===== src/hdl/tct_pkg.sv =====
package tct_pkg;

	localparam int unsigned FlagW = 6;

	localparam logic [FlagW-1:0] FlagFin = 6'h01;
	localparam logic [FlagW-1:0] FlagSyn = 6'h02;
	localparam logic [FlagW-1:0] FlagRst = 6'h04;
	localparam logic [FlagW-1:0] FlagAck = 6'h10;

	localparam logic [7:0] TimeoutReset = 8'd10;

	typedef enum logic [2:0] {
		ST_CLOSED      = 3'd0,
		ST_SYN_SENT    = 3'd1,
		ST_SYN_RCVD    = 3'd2,
		ST_ESTABLISHED = 3'd3,
		ST_FIN_WAIT_1  = 3'd4,
		ST_CLOSE_WAIT  = 3'd5,
		ST_AWAIT_ACK   = 3'd6,
		ST_LINGER      = 3'd7
	} conn_state_t;

	typedef struct packed {
		logic             action;
		logic [FlagW-1:0] flags;
		logic             from_server;
	} item_t;

	typedef struct packed {
		logic        forward;
		conn_state_t session_state;
	} result_t;

endpackage


===== src/hdl/tcp_connection_tracker.sv =====
// Tracks the TCP state of one proxied session. Each input beat is either an observed
// segment (tuser low: tdata carries the flags byte and the direction) or a one-second
// tick (tuser high). Every input beat yields exactly one output beat with the forward
// decision and the session state after the beat. The block takes a beat every cycle
// unless the output side stalls: a beat goes into an input register, the flag decode
// and timeout counter update act on that register and the result lands in the output
// register. The user must write the linger timeout (seconds, reset 10) through
// cfg_wr_en / cfg_wr_data only while no beats are in flight; it is not enforced.
module tcp_connection_tracker
	import tct_pkg::*;
(
	input  logic        clk,
	input  logic        arst_n,
	input  logic        cfg_wr_en,
	input  logic [7:0]  cfg_wr_data,
	input  logic        s_axis_tvalid,
	output logic        s_axis_tready,
	input  logic [15:0] s_axis_tdata,  // flags[7:0], from_server[8], zero pad
	input  logic        s_axis_tuser,  // action
	output logic        m_axis_tvalid,
	input  logic        m_axis_tready,
	output logic [7:0]  m_axis_tdata   // forward[0], session_state[3:1], zero pad
);

	logic    valid_s1;
	item_t   item_s1;
	logic    out_valid_q;
	result_t out_q;
	result_t result;
	logic    advance;
	logic    step;

	assign advance       = !out_valid_q || m_axis_tready;
	assign step          = valid_s1 && advance;
	assign s_axis_tready = !valid_s1 || advance;

	always_ff @(posedge clk or negedge arst_n) begin
		if (!arst_n) begin
			valid_s1    <= 1'b0;
			out_valid_q <= 1'b0;
		end else begin
			if (s_axis_tready) valid_s1 <= s_axis_tvalid;
			if (advance) out_valid_q <= valid_s1;
		end
	end

	// payload registers, no reset
	always_ff @(posedge clk) begin
		if (s_axis_tvalid && s_axis_tready) begin
			item_s1.action      <= s_axis_tuser;
			item_s1.flags       <= s_axis_tdata[FlagW-1:0];
			item_s1.from_server <= s_axis_tdata[8];
		end
		if (step) out_q <= result;
	end

	tct_fsm u_fsm (
		.clk         (clk),
		.arst_n      (arst_n),
		.cfg_wr_en   (cfg_wr_en),
		.cfg_wr_data (cfg_wr_data),
		.step        (step),
		.item        (item_s1),
		.result      (result)
	);

	assign m_axis_tvalid = out_valid_q;
	assign m_axis_tdata  = {4'b0000, out_q.session_state, out_q.forward};

endmodule


===== src/hdl/tct_fsm.sv =====
module tct_fsm
	import tct_pkg::*;
(
	input  logic       clk,
	input  logic       arst_n,
	input  logic       cfg_wr_en,
	input  logic [7:0] cfg_wr_data,
	input  logic       step,
	input  item_t      item,
	output result_t    result
);

	conn_state_t conn_state_q;
	conn_state_t state_nxt;
	logic [7:0]  wait_left_q;
	logic [7:0]  wait_nxt;
	logic [7:0]  timeout_q;
	logic        fwd;
	logic        syn;
	logic        ack;
	logic        fin;

	assign syn = |(item.flags & FlagSyn);
	assign ack = |(item.flags & FlagAck);
	assign fin = |(item.flags & FlagFin);

	always_comb begin
		state_nxt = conn_state_q;
		wait_nxt  = wait_left_q;
		fwd       = 1'b0;
		if (item.action) begin
			// one second gone by
			if (conn_state_q == ST_LINGER) begin
				if (wait_left_q <= 8'd1) begin
					wait_nxt  = '0;
					state_nxt = ST_CLOSED;
				end else begin
					wait_nxt = wait_left_q - 8'd1;
				end
			end
		end else if (item.flags == FlagRst) begin
			fwd       = 1'b1;
			state_nxt = ST_CLOSED;
		end else if (item.flags == FlagSyn &&
				!(conn_state_q inside {ST_SYN_SENT, ST_SYN_RCVD})) begin
			// pure syn outside the handshake restarts the session, or closes it when from the server
			fwd       = 1'b1;
			state_nxt = item.from_server ? ST_CLOSED : ST_SYN_SENT;
		end else begin
			fwd = 1'b1;
			case (conn_state_q)
				ST_CLOSED: begin
					if (syn && !item.from_server) state_nxt = ST_SYN_SENT;
				end
				ST_SYN_SENT: begin
					if (syn && ack && item.from_server) state_nxt = ST_SYN_RCVD;
				end
				ST_SYN_RCVD: begin
					if (ack && !item.from_server) state_nxt = ST_ESTABLISHED;
				end
				ST_ESTABLISHED: begin
					if (fin && !item.from_server) state_nxt = ST_FIN_WAIT_1;
				end
				ST_FIN_WAIT_1: begin
					if (ack && fin && item.from_server) state_nxt = ST_AWAIT_ACK;
					else if (ack && item.from_server) state_nxt = ST_CLOSE_WAIT;
				end
				ST_CLOSE_WAIT: begin
					if (fin && item.from_server) state_nxt = ST_AWAIT_ACK;
				end
				ST_AWAIT_ACK: begin
					if (ack && !item.from_server) begin
						state_nxt = ST_LINGER;
						wait_nxt  = timeout_q;
					end
				end
				default: begin
					fwd = 1'b0;
				end
			endcase
		end
	end

	assign result.forward       = fwd;
	assign result.session_state = state_nxt;

	always_ff @(posedge clk or negedge arst_n) begin
		if (!arst_n) begin
			conn_state_q <= ST_CLOSED;
			wait_left_q  <= '0;
			timeout_q    <= TimeoutReset;
		end else begin
			if (cfg_wr_en) timeout_q <= cfg_wr_data;
			if (step) begin
				conn_state_q <= state_nxt;
				wait_left_q  <= wait_nxt;
			end
		end
	end

`ifndef SYNTHESIS
	a_linger_from_await_ack: assert property (@(posedge clk) disable iff (!arst_n)
		(conn_state_q == ST_LINGER && $past(conn_state_q) != ST_LINGER)
			|-> $past(conn_state_q) == ST_AWAIT_ACK)
		else $error("linger entered from a state other than await ack");

	a_tick_outside_wait: assert property (@(posedge clk) disable iff (!arst_n)
		(step && item.action && conn_state_q != ST_LINGER)
			|=> $stable(conn_state_q) && $stable(wait_left_q))
		else $error("tick changed state outside linger");

	a_no_step_no_change: assert property (@(posedge clk) disable iff (!arst_n)
		!step |=> $stable(conn_state_q) && $stable(wait_left_q))
		else $error("session state moved without a beat");

	a_tick_not_forwarded: assert property (@(posedge clk) disable iff (!arst_n)
		(step && item.action) |-> !result.forward)
		else $error("tick produced a forwarded result");
`endif

endmodule


===== config.mk =====
export PLATFORM = sky130hd
export DESIGN_NAME = tcp_connection_tracker
export DESIGN_NICKNAME = d
export VERILOG_FILES = /design/src/hdl/tct_pkg.sv /design/src/hdl/tcp_connection_tracker.sv /design/src/hdl/tct_fsm.sv
export SDC_FILE = /design/constraint.sdc
export NUM_CORES = 1
export LEC_CHECK = 0
export BUFFER_PORTS_ARGS = -buffer_cell sky130_fd_sc_hd__buf_2
export CAP_MARGIN = 30
export CORE_MARGIN = 5
export CORE_UTILIZATION = 53
export DETAILED_ROUTE_END_ITERATION = 8
export HOLD_SLACK_MARGIN = 0.1
export PLACE_DENSITY = 0.79
export SLEW_MARGIN = 20
export SYNTH_ARGS = -nofsm -noshare
export SYNTH_HDL_FRONTEND = slang
export SYNTH_SLANG_ARGS = --single-unit

===== constraint.sdc =====
create_clock -name clk -period 2 [get_ports clk]
set_input_delay 0.4 -clock clk [delete_from_list [all_inputs] [get_ports clk]]
set_output_delay 0.4 -clock clk [all_outputs]
set_load 0.005 [all_outputs]

==> flow_metrics.tcl <==
set metrics [dict create \
    syn_area_um2 1750 \
    peakVddDrop_v 0.000634 \
    finClkSkew_ns 0.0124 \
    crit_fanout 8 \
    crit_type "flop to flop" \
    die_area_um2 4550 \
    yosysTopAreaCellShare_pct 27.2 \
    fin_setup_tns_ns 0 \
    clockBufferDepth 2 \
    final_nets 225 \
    area_delta_synth_final_pct 15.2 \
    post_cts_buffers 0 \
    start_kind "flop" \
    fin_ws_ns 0.157 \
    ys_top_cells_by_area "dfrtp_1 27%, edfxtp_1 21%, mux2_2 4.5%, o21ai_0 3.7%, nand2_1 3.4%" \
    die_h_um 67.4 \
    dp.final_hpwl_um 2550 \
    io_pins 40 \
    synth-main-ff-cell "dfrtp_1" \
    clkTransAtPathRegs_ns 0.11 \
    hold_viol_final 0 \
    yosys.area_share.simple_pct 15.7 \
    async_flop_share_pct 63.6 \
    p_switching_mw 1.15 \
    status "finished, final reports clean" \
    ys_seq_area_share_pct 50.8 \
    holdPathStages 1 \
    worstSkewPairLatency_ns 0.34 \
    root_buffer "clkbuf_4" \
    synth_mux_area_share_pct 5.08 \
    swShare_pct 41.3 \
    worstPathRequired_ns 2.09 \
    cp.arrival_ns 1.93 \
    grt_pass1_vias 1370 \
    vias 1390 \
    synthDistinctLibCells 50 \
    postRouteAntennaNets 0 \
    p_int_mw 1.63 \
    cts.htree.levels 2 \
    grt_use_total_pct 17.1 \
    rows 20 \
    synth_top_family_by_area "compound AO/OA/AOI/OAI gates" \
    setup_viol 0 \
    synth_xor_area_share_pct 0.501 \
    gr-total-overflow 0 \
    core-area_um2 3100 \
    die_x_um 67.4 \
    cts_inserted_buffers 5 \
    drive_above_1_share_pct 29.4 \
    drc 0 \
    antenna_cells 0 \
    grt_pass1_wl_um 5930 \
    antenna_found_initial 0 \
    gp_congestion 0.855 \
    power_frac_comb_pct 43.0 \
    port_buffers 26 \
    cts_sinks 33 \
    synth_fa_ha_area_share_pct 1.43 \
    syn_inst 165 \
    p_leak_nw 0.835 \
    rsz0062_at_grt "no" \
    wl_per_cell_um 15.0 \
    hold_class "primary input to flop" \
    reg2regPathDepth 4 \
    layout_min_cycle_time_ns 1.84 \
    vias_per_cell 5.84 \
    synth_compound_area_share_pct 20.6 \
    final.period_utilization_pct 92.2 \
    worst_slew_pin_slew_ns 0.501 \
    ys_ff_latch 33 \
    drtPass1Iterations 4 \
    relSlewSlack_pct 66.3 \
    drv_slew 0 \
    grt_max_degree 22 \
    fmax_mhz 542 \
    power_density_nw_per_um2 1380 \
    avgSynthCellArea_um2 10.6 \
    wl_um 3560 \
    first_iter_violations 60 \
    seqPwrFrac_pct 39.7 \
    crit_path_end_kind "flop" \
    yosys.area.top_type "dfrtp_1" \
    drv_cap 0 \
    tritoncts "built" \
    synth_edf_count 12 \
    ys_warn_count 0 \
    pre_cts_ws_ns 0.0821 \
    start_util_pct 56.3 \
    pwr-share-clk_pct 17.3 \
]
## final timing paths
| kind | startpoint | end | slack (ns) |
|---|---|---|---|
| hold / removal | s_axis_tdata[1] | item_s1[2]$_DFFE_PP_ | 0.23 |
| hold reg to reg | u_fsm.wait_left_q[3]$_DFFE_PN0P_ | u_fsm.wait_left_q[3]$_DFFE_PN0P_ | 0.51 |
| setup / recovery | u_fsm.wait_left_q[4]$_DFFE_PN0P_ | m_axis_tdata[1]$_DFFE_PP_ | 0.16 |
| max in group asynchronous | arst_n | u_fsm.conn_state_q[0]$_DFFE_PN0P_ | 1.14 |
| min in group asynchronous | arst_n | u_fsm.timeout_q[2]$_DFFE_PN0P_ | 0.52 |
| setup reg to reg | u_fsm.wait_left_q[4]$_DFFE_PN0P_ | m_axis_tdata[1]$_DFFE_PP_ | 0.16 |
## cell type report
type                       instances  area [µm²]
clock buffer                       7        76.3
multi-input combinational        117         803
tap                               44        55.1
timing repair buffer              29         155
fill                             249        1090
inverter                           7        26.3
clock inverter                     1        7.51
sequential                        33         890
## power groups by stage
stage	Sequential (mW)	Combinational (mW)	Clock [mW]
floorplan	0.981	0.958	0
global placement	1.07	1.01	0
detailed placement	1.09	1.09	0
CTS	1.08	1.10	0.490
global route	1.13	1.32	0.518
finish	1.11	1.20	0.483
## cells in the mapped netlist, types with 2 or more instances
cell and number:
nor2_1 4, o2bb2ai_1 4, dfrtp_1 19, nor2b_1 3
dfstp_2 2, mux2_2 7, ha_1 2, inv_1 6
nand3_1 6, a22o_1 4, and2_1 2, buf_6 2
o21a_1 2, o22ai_1 2, nor3_1 2, a31oi_1 2
nor4_1 4, buf_4 4, clkbuf_1 4, o21ai_0 13
a221o_1 2, nand2_1 16, o21ai_2 2, nand2b_1 6
a2bb2oi_1 2, nand3b_1 4, edfxtp_1 12, a21oi_1 5
## worst max-delay path: stages, from the launching register on
cell and delay (ns):
dfrtp_1 0.50, nor4_1 0.48, nand3_2 0.22, nor2_1 0.25, o21ai_0 0.15
## through the flow
step,instances,power (mW),cell area (µm²),util (%),hold WS [ns]
6_report,238,2.79,2010,64.9,0.232
4_1_cts,238,2.67,1980,63.8,0.227
5_1_grt,238,2.97,2010,64.9,0.214
2_1_floorplan,168,1.94,1760,-,0.104
3_5_place_dp,229,2.18,1890,60.8,0.381
3_3_place_gp,229,2.08,1890,60.8,0.368
## flip-flops by register name, indices dropped and copies added, names as in the netlist
signal / flops
item_s1: 8
m_axis_tdata: 4
m_axis_tvalid: 1
u_fsm.conn_state_q: 3
u_fsm.timeout_q: 8
u_fsm.wait_left_q: 8
valid_s1: 1
## placed cells by master, fill, tap and decap left out, types with 3 or more instances in the layout
master     netlist  layout
dfrtp_1         19      18
nand2_1         16      16
edfxtp_1        12      12
conb_1           1       4
nand3_1          6       5
nor2_1           4       4
nand2b_1         6       6
inv_1            6       6
nor4_1           4       3
a22o_1           4       4
buf_2            1      26
clkbuf_4         0       5
nor2b_1          3       3
o2bb2ai_1        4       4
mux2_2           7       7
nand3b_1         4       4
a21oi_1          5       5
o21ai_0         13      12
## what timing repair did
item                       in CTS  in global routing
hold buffers                    1                  0
resized for setup               0                  7
setup endpoints to repair       0                  5
hold endpoints to repair       19                  0
## per-layer routing
metal	routed length, µm	up-vias	GRT usage, %
met2	1680	71	28.1
met5	0	-	0
met1	1520	647	21.1
met4	56	0	6.08
met3	307	12	5.49
li1	-	660	-
## logic make-up (layout without fill, tap and decap cells)
| kind of cell | after synthesis | count (layout) |
|---|---|---|
| AOI/OAI and AO/OA | 50 | 50 |
| xor gates and xnor gates | 1 | 1 |
| adders and majority gates | 2 | 2 |
| buffers and inverters | 18 | 44 |
| DFF | 33 | 33 |
| muxes | 8 | 8 |
| other | 1 | 4 |
| and+or+nand+nor | 52 | 52 |
(Power assumes the default switching activity.)
